**src/design/hdhc_pkg.sv**
```systemverilog
// Shared types, codes and reset values of the heading and depth hold controller.
`default_nettype none

package hdhc_pkg;

   // Field widths of the request and response channels
   localparam int CMD_W    = 3;
   localparam int TARGET_W = 16;
   localparam int HDG_W    = 9;
   localparam int DEPTH_W  = 16;
   localparam int DRIVE_W  = 8;

   // Configuration port
   localparam int CSR_IDX_W  = 3;
   localparam int CSR_DATA_W = 12;
   localparam int GAIN_W     = 12;
   localparam int DBAND_W    = 8;
   localparam int LIMIT_W    = 7;

   typedef enum logic [CSR_IDX_W-1:0] {
      CSR_DEPTH_GAIN   = 3'd0,
      CSR_HEADING_GAIN = 3'd1,
      CSR_DEPTH_DBAND  = 3'd2,
      CSR_HEADING_DBAND = 3'd3,
      CSR_LIFT_LIMIT   = 3'd4,
      CSR_YAW_LIMIT    = 3'd5
   } csr_index_type;

   typedef enum logic [CMD_W-1:0] {
      CMD_TICK        = 3'd0,
      CMD_HEADING_ON  = 3'd1,
      CMD_HEADING_OFF = 3'd2,
      CMD_HEADING_TGL = 3'd3,
      CMD_DEPTH_ON    = 3'd4,
      CMD_DEPTH_OFF   = 3'd5,
      CMD_DEPTH_TGL   = 3'd6
   } cmd_type;

   localparam logic AXIS_LIFT = 1'b0;
   localparam logic AXIS_YAW  = 1'b1;

   // Register reset values
   localparam logic [GAIN_W-1:0]  DEPTH_GAIN_RST    = 12'd154;
   localparam logic [GAIN_W-1:0]  HEADING_GAIN_RST  = 12'd256;
   localparam logic [DBAND_W-1:0] DEPTH_DBAND_RST   = 8'd4;
   localparam logic [DBAND_W-1:0] HEADING_DBAND_RST = 8'd4;
   localparam logic [LIMIT_W-1:0] LIFT_LIMIT_RST    = 7'd100;
   localparam logic [LIMIT_W-1:0] YAW_LIMIT_RST     = 7'd50;

   // Heading wrap bounds, on the 18 bit signed error
   localparam logic signed [17:0] HDG_WRAP_HI = 18'sd180;
   localparam logic signed [17:0] HDG_WRAP_LO = -18'sd179;
   localparam logic signed [17:0] HDG_TURN    = 18'sd360;

   typedef struct packed {
      logic                      axis;
      logic signed [DRIVE_W-1:0] drive;
      logic                      last;
   } rsp_item_type;

   // mag * gain / 256 truncated, clamped to limit, sign applied afterwards
   function automatic logic signed [DRIVE_W-1:0] scale_clamp(
      input logic [16:0]        mag,
      input logic               neg,
      input logic [GAIN_W-1:0]  gain,
      input logic [LIMIT_W-1:0] limit
   );
      logic [28:0]        prod;
      logic [20:0]        quot;
      logic [LIMIT_W-1:0] sat;
      logic [DRIVE_W-1:0] pos;
      prod = mag * gain;
      quot = prod[28:8];
      sat  = (quot > 21'(limit)) ? limit : quot[LIMIT_W-1:0];
      pos  = {1'b0, sat};
      return neg ? $signed(-pos) : $signed(pos);
   endfunction

endpackage

`default_nettype wire

```
**src/design/hdhc_if.sv**
```systemverilog
// Request and response channel interfaces of the heading and depth hold controller.
`default_nettype none

interface hdhc_req_if;
   import hdhc_pkg::*;
   logic                       valid;
   logic                       ready;
   logic [CMD_W-1:0]           command;
   logic                       use_given_target;
   logic signed [TARGET_W-1:0] given_target;
   logic [HDG_W-1:0]           measured_heading;
   logic signed [DEPTH_W-1:0]  measured_depth_cm;

   modport source(output valid, command, use_given_target, given_target,
                  measured_heading, measured_depth_cm, input ready);
   modport sink(input valid, command, use_given_target, given_target,
                measured_heading, measured_depth_cm, output ready);
endinterface

interface hdhc_rsp_if;
   import hdhc_pkg::*;
   logic                      valid;
   logic                      ready;
   logic                      axis;
   logic signed [DRIVE_W-1:0] drive;
   logic                      last;

   modport source(output valid, axis, drive, last, input ready);
   modport sink(input valid, axis, drive, last, output ready);
endinterface

`default_nettype wire

```
**src/design/heading_depth_hold_controller.sv**
```systemverilog
// Depth and heading proportional hold controller with deadband and clamp.
//
//  channel   direction  handshake        payload
//  req_chan  in         valid / ready    command, use_given_target, given_target,
//                                        measured_heading, measured_depth_cm
//  rsp_chan  out        valid / ready    axis, drive, last
//  csr_*     in         csr_we, no wait  csr_index, csr_wdata
//
// A request is registered at the edge that accepts it; its responses are computed
// from that register and land in a two-entry response buffer once it is free.
// The rate is one request per cycle for zero responses, and for one response
// while the response side takes every response; a request with two responses
// keeps the buffer until both are taken, and the next request with responses waits.
// Reset is synchronous and active high; it restores register defaults and drops
// both holds. A stalled response side holds the request register and lowers
// req_chan.ready; nothing is lost.
`default_nettype none

module heading_depth_hold_controller (
   input  wire logic                           clock,
   input  wire logic                           reset,
   hdhc_req_if.sink                            req_chan,
   hdhc_rsp_if.source                          rsp_chan,
   input  wire logic                           csr_we,
   input  wire logic [hdhc_pkg::CSR_IDX_W-1:0] csr_index,
   input  wire logic [hdhc_pkg::CSR_DATA_W-1:0] csr_wdata
);
   import hdhc_pkg::*;

   // ---------------- configuration registers ----------------
   logic [GAIN_W-1:0]  depth_gain_ff, depth_gain_in;
   logic [GAIN_W-1:0]  heading_gain_ff, heading_gain_in;
   logic [DBAND_W-1:0] depth_dband_ff, depth_dband_in;
   logic [DBAND_W-1:0] heading_dband_ff, heading_dband_in;
   logic [LIMIT_W-1:0] lift_limit_ff, lift_limit_in;
   logic [LIMIT_W-1:0] yaw_limit_ff, yaw_limit_in;

   always_comb begin
      depth_gain_in    = depth_gain_ff;
      heading_gain_in  = heading_gain_ff;
      depth_dband_in   = depth_dband_ff;
      heading_dband_in = heading_dband_ff;
      lift_limit_in    = lift_limit_ff;
      yaw_limit_in     = yaw_limit_ff;
      if (csr_we) begin
         // Indexes past the list fall into the default arm and are dropped
         unique case (csr_index_type'(csr_index))
            CSR_DEPTH_GAIN:    depth_gain_in    = csr_wdata[GAIN_W-1:0];
            CSR_HEADING_GAIN:  heading_gain_in  = csr_wdata[GAIN_W-1:0];
            CSR_DEPTH_DBAND:   depth_dband_in   = csr_wdata[DBAND_W-1:0];
            CSR_HEADING_DBAND: heading_dband_in = csr_wdata[DBAND_W-1:0];
            CSR_LIFT_LIMIT:    lift_limit_in    = csr_wdata[LIMIT_W-1:0];
            CSR_YAW_LIMIT:     yaw_limit_in     = csr_wdata[LIMIT_W-1:0];
            default: ;
         endcase
      end
   end

   always_ff @(posedge clock) begin
      if (reset) begin
         depth_gain_ff    <= DEPTH_GAIN_RST;
         heading_gain_ff  <= HEADING_GAIN_RST;
         depth_dband_ff   <= DEPTH_DBAND_RST;
         heading_dband_ff <= HEADING_DBAND_RST;
         lift_limit_ff    <= LIFT_LIMIT_RST;
         yaw_limit_ff     <= YAW_LIMIT_RST;
      end else begin
         depth_gain_ff    <= depth_gain_in;
         heading_gain_ff  <= heading_gain_in;
         depth_dband_ff   <= depth_dband_in;
         heading_dband_ff <= heading_dband_in;
         lift_limit_ff    <= lift_limit_in;
         yaw_limit_ff     <= yaw_limit_in;
      end
   end

   // ---------------- handshake control ----------------
   logic       s1_valid_ff, s1_valid_in;
   logic [1:0] s1_count;
   logic       s1_advance;
   logic       buf_free;
   logic [1:0] buf_cnt_ff, buf_cnt_in;
   logic       req_fire, rsp_fire;

   assign rsp_fire = rsp_chan.valid && rsp_chan.ready;
   // The buffer takes a new pair once it is empty or loses its final entry now
   assign buf_free   = (buf_cnt_ff == 2'd0) || ((buf_cnt_ff == 2'd1) && rsp_fire);
   // A request with no responses retires without touching the buffer
   assign s1_advance = (s1_count == 2'd0) || buf_free;
   assign req_chan.ready = !s1_valid_ff || s1_advance;
   assign req_fire = req_chan.valid && req_chan.ready;

   // ---------------- hold state, updated at acceptance ----------------
   logic                       heading_on_ff, heading_on_in;
   logic                       depth_on_ff, depth_on_in;
   logic signed [TARGET_W-1:0] heading_target_ff, heading_target_in;
   logic signed [TARGET_W-1:0] depth_target_ff, depth_target_in;

   // Per-request snapshot carried into the compute register
   logic                       s1_lift_ff, s1_lift_in;     // emit a lift response
   logic                       s1_yaw_ff, s1_yaw_in;       // emit a yaw response
   logic                       s1_lift_run_ff, s1_lift_run_in; // computed, not forced zero
   logic                       s1_yaw_run_ff, s1_yaw_run_in;
   logic signed [TARGET_W-1:0] s1_dtarget_ff, s1_dtarget_in;
   logic signed [TARGET_W-1:0] s1_htarget_ff, s1_htarget_in;
   logic signed [DEPTH_W-1:0]  s1_depth_ff, s1_depth_in;
   logic [HDG_W-1:0]           s1_heading_ff, s1_heading_in;

   cmd_type cmd_raw;
   cmd_type cmd_eff;

   assign cmd_raw = cmd_type'(req_chan.command);

   always_comb begin
      // Resolve toggles against the current hold state
      case (cmd_raw)
         CMD_HEADING_TGL: cmd_eff = heading_on_ff ? CMD_HEADING_OFF : CMD_HEADING_ON;
         CMD_DEPTH_TGL:   cmd_eff = depth_on_ff ? CMD_DEPTH_OFF : CMD_DEPTH_ON;
         default:         cmd_eff = cmd_raw;
      endcase
   end

   always_comb begin
      heading_on_in     = heading_on_ff;
      depth_on_in       = depth_on_ff;
      heading_target_in = heading_target_ff;
      depth_target_in   = depth_target_ff;
      s1_valid_in       = s1_valid_ff && !s1_advance;
      s1_lift_in        = s1_lift_ff;
      s1_yaw_in         = s1_yaw_ff;
      s1_lift_run_in    = s1_lift_run_ff;
      s1_yaw_run_in     = s1_yaw_run_ff;
      s1_dtarget_in     = s1_dtarget_ff;
      s1_htarget_in     = s1_htarget_ff;
      s1_depth_in       = s1_depth_ff;
      s1_heading_in     = s1_heading_ff;
      if (req_fire) begin
         s1_valid_in    = 1'b1;
         s1_lift_in     = 1'b0;
         s1_yaw_in      = 1'b0;
         s1_lift_run_in = 1'b0;
         s1_yaw_run_in  = 1'b0;
         s1_dtarget_in  = depth_target_ff;
         s1_htarget_in  = heading_target_ff;
         s1_depth_in    = req_chan.measured_depth_cm;
         s1_heading_in  = req_chan.measured_heading;
         unique case (cmd_eff)
            CMD_TICK: begin
               s1_lift_in     = depth_on_ff;
               s1_yaw_in      = heading_on_ff;
               s1_lift_run_in = 1'b1;
               s1_yaw_run_in  = 1'b1;
            end
            CMD_HEADING_ON: begin
               heading_on_in     = 1'b1;
               heading_target_in = req_chan.use_given_target ? req_chan.given_target
                                 : $signed({{(TARGET_W-HDG_W){1'b0}},
                                            req_chan.measured_heading});
            end
            CMD_HEADING_OFF: begin
               heading_on_in = 1'b0;
               s1_yaw_in     = 1'b1;
            end
            CMD_DEPTH_ON: begin
               depth_on_in     = 1'b1;
               depth_target_in = req_chan.use_given_target ? req_chan.given_target
                               : req_chan.measured_depth_cm;
            end
            CMD_DEPTH_OFF: begin
               depth_on_in = 1'b0;
               s1_lift_in  = 1'b1;
            end
            default: ; // unused code: no response, state unchanged
         endcase
      end
   end

   always_ff @(posedge clock) begin
      if (reset) begin
         heading_on_ff     <= 1'b0;
         depth_on_ff       <= 1'b0;
         heading_target_ff <= '0;
         depth_target_ff   <= '0;
         s1_valid_ff       <= 1'b0;
         s1_lift_ff        <= 1'b0;
         s1_yaw_ff         <= 1'b0;
      end else begin
         heading_on_ff     <= heading_on_in;
         depth_on_ff       <= depth_on_in;
         heading_target_ff <= heading_target_in;
         depth_target_ff   <= depth_target_in;
         s1_valid_ff       <= s1_valid_in;
         s1_lift_ff        <= s1_lift_in;
         s1_yaw_ff         <= s1_yaw_in;
      end
   end

   always_ff @(posedge clock) begin
      s1_lift_run_ff <= s1_lift_run_in;
      s1_yaw_run_ff  <= s1_yaw_run_in;
      s1_dtarget_ff  <= s1_dtarget_in;
      s1_htarget_ff  <= s1_htarget_in;
      s1_depth_ff    <= s1_depth_in;
      s1_heading_ff  <= s1_heading_in;
   end

   // ---------------- drive computation ----------------
   logic signed [16:0]        d_err;
   logic [16:0]               d_mag;
   logic signed [DRIVE_W-1:0] d_drive;
   logic signed [17:0]        h_raw, h_wrap1, h_err;
   logic [17:0]               h_mag_full;
   logic [16:0]               h_mag;
   logic signed [DRIVE_W-1:0] h_drive;

   always_comb begin
      // Depth: error = target - measured; positive error drives lift up
      d_err = 17'(s1_dtarget_ff) - 17'(s1_depth_ff);
      d_mag = d_err[16] ? 17'(-d_err) : 17'(d_err);
      if (!s1_lift_run_ff || (d_mag <= 17'(depth_dband_ff))) begin
         d_drive = '0;
      end else begin
         d_drive = scale_clamp(d_mag, d_err[16], depth_gain_ff, lift_limit_ff);
      end

      // Heading: error = measured - target, wrapped once each way; yaw opposes it
      h_raw   = $signed({9'b0, s1_heading_ff}) - 18'(s1_htarget_ff);
      h_wrap1 = (h_raw > HDG_WRAP_HI) ? h_raw - HDG_TURN : h_raw;
      h_err   = (h_wrap1 < HDG_WRAP_LO) ? h_wrap1 + HDG_TURN : h_wrap1;
      h_mag_full = h_err[17] ? 18'(-h_err) : 18'(h_err);
      h_mag   = h_mag_full[16:0];
      if (!s1_yaw_run_ff || (h_mag <= 17'(heading_dband_ff))) begin
         h_drive = '0;
      end else begin
         h_drive = scale_clamp(h_mag, !h_err[17], heading_gain_ff, yaw_limit_ff);
      end
   end

   // Order responses: lift first, then yaw; the final one carries last
   rsp_item_type r0, r1;

   assign s1_count = s1_valid_ff ? (2'(s1_lift_ff) + 2'(s1_yaw_ff)) : 2'd0;

   always_comb begin
      r0.axis  = s1_lift_ff ? AXIS_LIFT : AXIS_YAW;
      r0.drive = s1_lift_ff ? d_drive : h_drive;
      r0.last  = (s1_count == 2'd1);
      r1.axis  = AXIS_YAW;
      r1.drive = h_drive;
      r1.last  = 1'b1;
   end

   // ---------------- response buffer ----------------
   rsp_item_type slot0_ff, slot0_in, slot1_ff, slot1_in;
   logic         buf_load;

   assign buf_load = s1_valid_ff && (s1_count != 2'd0) && buf_free;

   always_comb begin
      buf_cnt_in = buf_cnt_ff;
      slot0_in   = slot0_ff;
      slot1_in   = slot1_ff;
      if (buf_load) begin
         // The buffer is empty after this edge's pop, so refill from the head
         slot0_in   = r0;
         slot1_in   = r1;
         buf_cnt_in = s1_count;
      end else if (rsp_fire) begin
         slot0_in   = slot1_ff;
         buf_cnt_in = buf_cnt_ff - 2'd1;
      end
   end

   always_ff @(posedge clock) begin
      if (reset) begin
         buf_cnt_ff <= 2'd0;
      end else begin
         buf_cnt_ff <= buf_cnt_in;
      end
   end

   always_ff @(posedge clock) begin
      slot0_ff <= slot0_in;
      slot1_ff <= slot1_in;
   end

   assign rsp_chan.valid = (buf_cnt_ff != 2'd0);
   assign rsp_chan.axis  = slot0_ff.axis;
   assign rsp_chan.drive = slot0_ff.drive;
   assign rsp_chan.last  = slot0_ff.last;

   // ---------------- assertions ----------------
   a_buf_bound: assert property (@(posedge clock) disable iff (reset)
      buf_cnt_ff != 2'd3)
      else $error("response buffer count out of range");

   a_head_not_last: assert property (@(posedge clock) disable iff (reset)
      (buf_cnt_ff == 2'd2) |-> !slot0_ff.last)
      else $error("first of a response pair marked last");

   a_stall_holds: assert property (@(posedge clock) disable iff (reset)
      (s1_valid_ff && !s1_advance) |=> (s1_valid_ff && $stable(s1_lift_ff)
                                        && $stable(s1_yaw_ff)))
      else $error("stalled request lost");

   a_heading_off: assert property (@(posedge clock) disable iff (reset)
      (req_fire && (cmd_eff == CMD_HEADING_OFF)) |=> (!heading_on_ff && s1_yaw_ff))
      else $error("heading off did not drop hold or queue zero yaw");

   a_depth_on: assert property (@(posedge clock) disable iff (reset)
      (req_fire && (cmd_eff == CMD_DEPTH_ON)) |=> (depth_on_ff && !s1_lift_ff))
      else $error("depth on did not set hold silently");

endmodule

`default_nettype wire

```
**src/flat_wrapper.sv**
```systemverilog
// flat-port wrapper written by rule: the top's interface ports become plain ports
module heading_depth_hold_controller_flat import hdhc_pkg::*;
  (clock, reset, csr_we, csr_index, csr_wdata, req_chan_valid, req_chan_command, req_chan_use_given_target, req_chan_given_target, req_chan_measured_heading, req_chan_measured_depth_cm, req_chan_ready, rsp_chan_valid, rsp_chan_axis, rsp_chan_drive, rsp_chan_last, rsp_chan_ready);
  hdhc_req_if req_chan_i ();
  hdhc_rsp_if rsp_chan_i ();
  input  wire logic clock;
  input  wire logic reset;
  input  wire logic csr_we;
  input  wire logic [hdhc_pkg::CSR_IDX_W-1:0] csr_index;
  input  wire logic [hdhc_pkg::CSR_DATA_W-1:0] csr_wdata;
  input wire logic [$bits(req_chan_i.valid)-1:0] req_chan_valid;
  input wire logic [$bits(req_chan_i.command)-1:0] req_chan_command;
  input wire logic [$bits(req_chan_i.use_given_target)-1:0] req_chan_use_given_target;
  input wire logic [$bits(req_chan_i.given_target)-1:0] req_chan_given_target;
  input wire logic [$bits(req_chan_i.measured_heading)-1:0] req_chan_measured_heading;
  input wire logic [$bits(req_chan_i.measured_depth_cm)-1:0] req_chan_measured_depth_cm;
  output wire logic [$bits(req_chan_i.ready)-1:0] req_chan_ready;
  output wire logic [$bits(rsp_chan_i.valid)-1:0] rsp_chan_valid;
  output wire logic [$bits(rsp_chan_i.axis)-1:0] rsp_chan_axis;
  output wire logic [$bits(rsp_chan_i.drive)-1:0] rsp_chan_drive;
  output wire logic [$bits(rsp_chan_i.last)-1:0] rsp_chan_last;
  input wire logic [$bits(rsp_chan_i.ready)-1:0] rsp_chan_ready;
  assign req_chan_i.valid = req_chan_valid;
  assign req_chan_i.command = req_chan_command;
  assign req_chan_i.use_given_target = req_chan_use_given_target;
  assign req_chan_i.given_target = req_chan_given_target;
  assign req_chan_i.measured_heading = req_chan_measured_heading;
  assign req_chan_i.measured_depth_cm = req_chan_measured_depth_cm;
  assign req_chan_ready = req_chan_i.ready;
  assign rsp_chan_valid = rsp_chan_i.valid;
  assign rsp_chan_axis = rsp_chan_i.axis;
  assign rsp_chan_drive = rsp_chan_i.drive;
  assign rsp_chan_last = rsp_chan_i.last;
  assign rsp_chan_i.ready = rsp_chan_ready;
  heading_depth_hold_controller u_core (.clock(clock), .reset(reset), .req_chan(req_chan_i), .rsp_chan(rsp_chan_i), .csr_we(csr_we), .csr_index(csr_index), .csr_wdata(csr_wdata));
endmodule
```
**config.mk**
```make
export PLATFORM = sky130hd
export DESIGN_NAME = heading_depth_hold_controller_flat
export DESIGN_NICKNAME = d
export VERILOG_FILES = /design/src/design/hdhc_pkg.sv /design/src/design/hdhc_if.sv /design/src/design/heading_depth_hold_controller.sv /design/src/flat_wrapper.sv
export SDC_FILE = /design/constraint.sdc
export NUM_CORES = 1
export LEC_CHECK = 0
export BUFFER_PORTS_ARGS = -buffer_cell sky130_fd_sc_hd__buf_2
export CAP_MARGIN = 0
export CORE_MARGIN = 2
export CORE_UTILIZATION = 35
export DETAILED_ROUTE_END_ITERATION = 7
export PLACE_DENSITY = 0.61
export REMOVE_ABC_BUFFERS = 1
export SYNTH_ARGS = -nofsm -noshare
export SYNTH_HDL_FRONTEND = slang
export SYNTH_SLANG_ARGS = --single-unit
export TNS_END_PERCENT = 20
```
**constraint.sdc**
```tcl
create_clock -name clock -period 14.1 [get_ports clock]
set_clock_uncertainty 0.05 [all_clocks]
set_input_delay 2.82 -clock clock [delete_from_list [all_inputs] [get_ports clock]]
set_output_delay 2.82 -clock clock [all_outputs]
set_load 0.01 [all_outputs]
```
==> out/metrics.yaml <==
clock_sinks: 169
core_area_um2: 67400
nFillCells: 6816
holdBufCountCts: 0
peakVddDrop_uv: 377.8
seq_area_frac_synth: 0.1736
postLayoutCellArea_um2: 26330
multiInputGateArea_um2: 17850
cts_root_buf: "clkbuf_16"
drt-initial-drc-count: 1208
hold_class: "reg2reg"
ys_seq_elements: 169
finalWeightedCongestion: 0.9292
dr_total_vias: 19170
yosys.area.top_type: "fa_1"
critical_path_class: "reg2reg"
die_x_um: 265.2
synth_commonest_cells: "nand2_1 (444), inv_1 (423), fa_1 (300)"
drtAntennaViolNets: 0
grt.total_usage: 0.1849
dr.pass1.iters: 7
fin_crit_sh: 0.9535
final-hold-violation-count: 0
synth.most_common_cell: "nand2_1"
slew_headroom: 0.2791
setup_slack_ps: 655.4
cp-end-kind: "flip-flop"
max_stage_delay_ps: 560
cp.arrival_ps: 13710
syn_inst: 2801
setup_viol: 0
ctsHtreeMaxLevel: 4
vias_per_cell: 5.127
post_dp_cell_area_um2: 25360
fin_crit_ps: 13440
grt_pass1_wl_um: 103700
dieArea_um2: 70320
cp_slowest_cell: "fa_1"
wirelength_um: 64220
maxSlewViolCount: 0
cts_tree: "yes"
tightest_slew_ps: 1081
clock_latency_ps: 450
io_buffers: 76
dp_hpwl_um: 50850
cpMostUsedCell: "fa_1"
num_io_pins: 77
fp-row-count: 95
start_util: 0.3542
final_nets: 3407
routed-wl-met2_um: 30200
syn_to_final_growth_pct: 10.29
path_max_fanout: 9
grt_pass1_vias: 18941
yosys.cell_types.count: 98
path_clk_slew_ps: 70
grt_max_degree: 89
fp.dieH_um: 265.2
ys_warn_count: 0
antenna_found_initial: 2
ys_top_cells_by_area: "fa_1 (25%), ha_1 (10%), edfxtp_1 (9.6%)"
ys_async_sr_fraction: 0
start_kind: "flip-flop"
wire_per_inst_um: 17.18
fmax_mhz: 74.38
status: "completed"
seq_area_um2: 4144
syn_area_per_cell_um2: 8.523
power_uw: 6633
numCtsBuffers: 17
power_density_nw_per_um2: 251.9
ys.flop_type: "dfxtp_1"
p_leak_uw: 0.01229
highest_layer: "met5"
crit_required_ps: 14360
synth-edff-count: 76
grt_overflow: 0
drive_gt1_frac: 0.09878
wl_met1_um: 29520
dpl_worst_slack_ps: -126.9
clockBufferDepth: 2
yosysTopAreaCellShare: 0.2516
drcViolationCount: 0
syn_area_um2: 23870
wl_met3_um: 3087
drv_cap: 0
## critical path, delay by kind of cell (launching register included)
family          cells  cell delay (ps)
fa+ha+maj          11             4360
compound gates     19             3420
simple gates       11             3080
mux                 3              720
xor+xnor            3              690
buf+inv             6              610
flops               1              370
## layout make-up
cell class | instances | share of cell area
diodes | 1 | 0.00009504
clock buffers | 17 | 0.01616
clock inverters | 15 | 0.005845
inverters | 424 | 0.06044
multi-input cells | 2074 | 0.6780
flip-flops and latches | 169 | 0.1574
well taps | 873 | 0.04148
repair buffers | 166 | 0.04063
## path summary, 6_finish.rpt
check	from	endpoint	slack, ps	depth (start not counted)
worst min-delay path	u_core.depth_target_ff[14]	u_core.s1_dtarget_ff[14]	380	0
worst max register to register	u_core.s1_htarget_ff[0]	u_core.rsp_chan.drive[4]	660	53
worst max-delay path	u_core.s1_htarget_ff[0]	u_core.rsp_chan.drive[4]	660	53
worst min register to register	u_core.depth_target_ff[14]	u_core.s1_dtarget_ff[14]	380	0
## metrics by stage
stage | setup TNS (ps) | hold slack [ps] | instances | util
after floorplan | 0 | 358.1 | 2667 | -
after global placement | 0 | 360.9 | 3680 | 0.3762
after detailed placement | -178.8 | 365.8 | 3680 | 0.3762
after CTS | 0 | 378.4 | 3712 | 0.3850
after global routing | -75.11 | 387.6 | 3738 | 0.3906
final | 0 | 378.6 | 3739 | 0.3907
## layout by cell type, fill, tap and decap left out, drive strengths merged, types with 10 or more instances in the layout
cell    Yosys  routed
a21oi     135     135
nor2      138     138
a211oi     40      40
a21boi     13      13
mux2i      50      50
nand3      34      34
nor4       10      10
xnor2      75      75
nand4      15      15
inv       423     431
nor3       32      32
o211ai     17      17
nor2b      41      41
ha        190     190
o21a       13      13
edfxtp     76      76
nand2     444     444
and3       15      15
fa        300     300
or2        13      13
clkbuf    119      17
a31oi      12      12
and2      136     136
o21ai      89      89
buf        15     166
nand2b     29      29
dfxtp      93      93
nand3b     11      11
a21o       38      38
xor2       39      39
## cell families after synthesis
group / after synthesis / synth area share
mux: 59 / 0.02552
buf+inv: 558 / 0.08857
compound gates: 459 / 0.1304
xor+xnor: 114 / 0.04214
fa+ha+maj: 491 / 0.3516
simple gates: 951 / 0.1882
flops: 169 / 0.1736
## registers in the layout, indices dropped and copies added (netlist names), 8 cells and up
register	count
u_core.depth_dband_ff	8
u_core.depth_gain_ff	12
u_core.depth_target_ff	16
u_core.heading_dband_ff	8
u_core.heading_gain_ff	12
u_core.heading_target_ff	16
u_core.rsp_chan.drive	8
u_core.s1_depth_ff	16
u_core.s1_dtarget_ff	16
u_core.s1_heading_ff	9
u_core.s1_htarget_ff	16
u_core.slot1_ff	8
## routing by layer
metal  vias up  global-route usage
li1       9212                   -
met1      9401              0.2562
met2       473              0.3035
met3        80             0.02768
met4         4             0.04489
met5         -                   0
## where the power goes
part	internal (µW)	total, µW	leakage [µW]	switching [µW]
Clock	235	455	0.000287	220
Combinational	2330	5620	0.0105	3290
Sequential	538	560	0.00150	21.3
## what timing repair did
action / CTS / global route
pin swaps: 0 / 25
gates resized for setup: 2 / 48
endpoints found under the setup margin: 3 / 13
endpoints found under the hold margin: 0 / 0
buffers inserted: 0 / 26
Power figures use the tool's default switching activity.
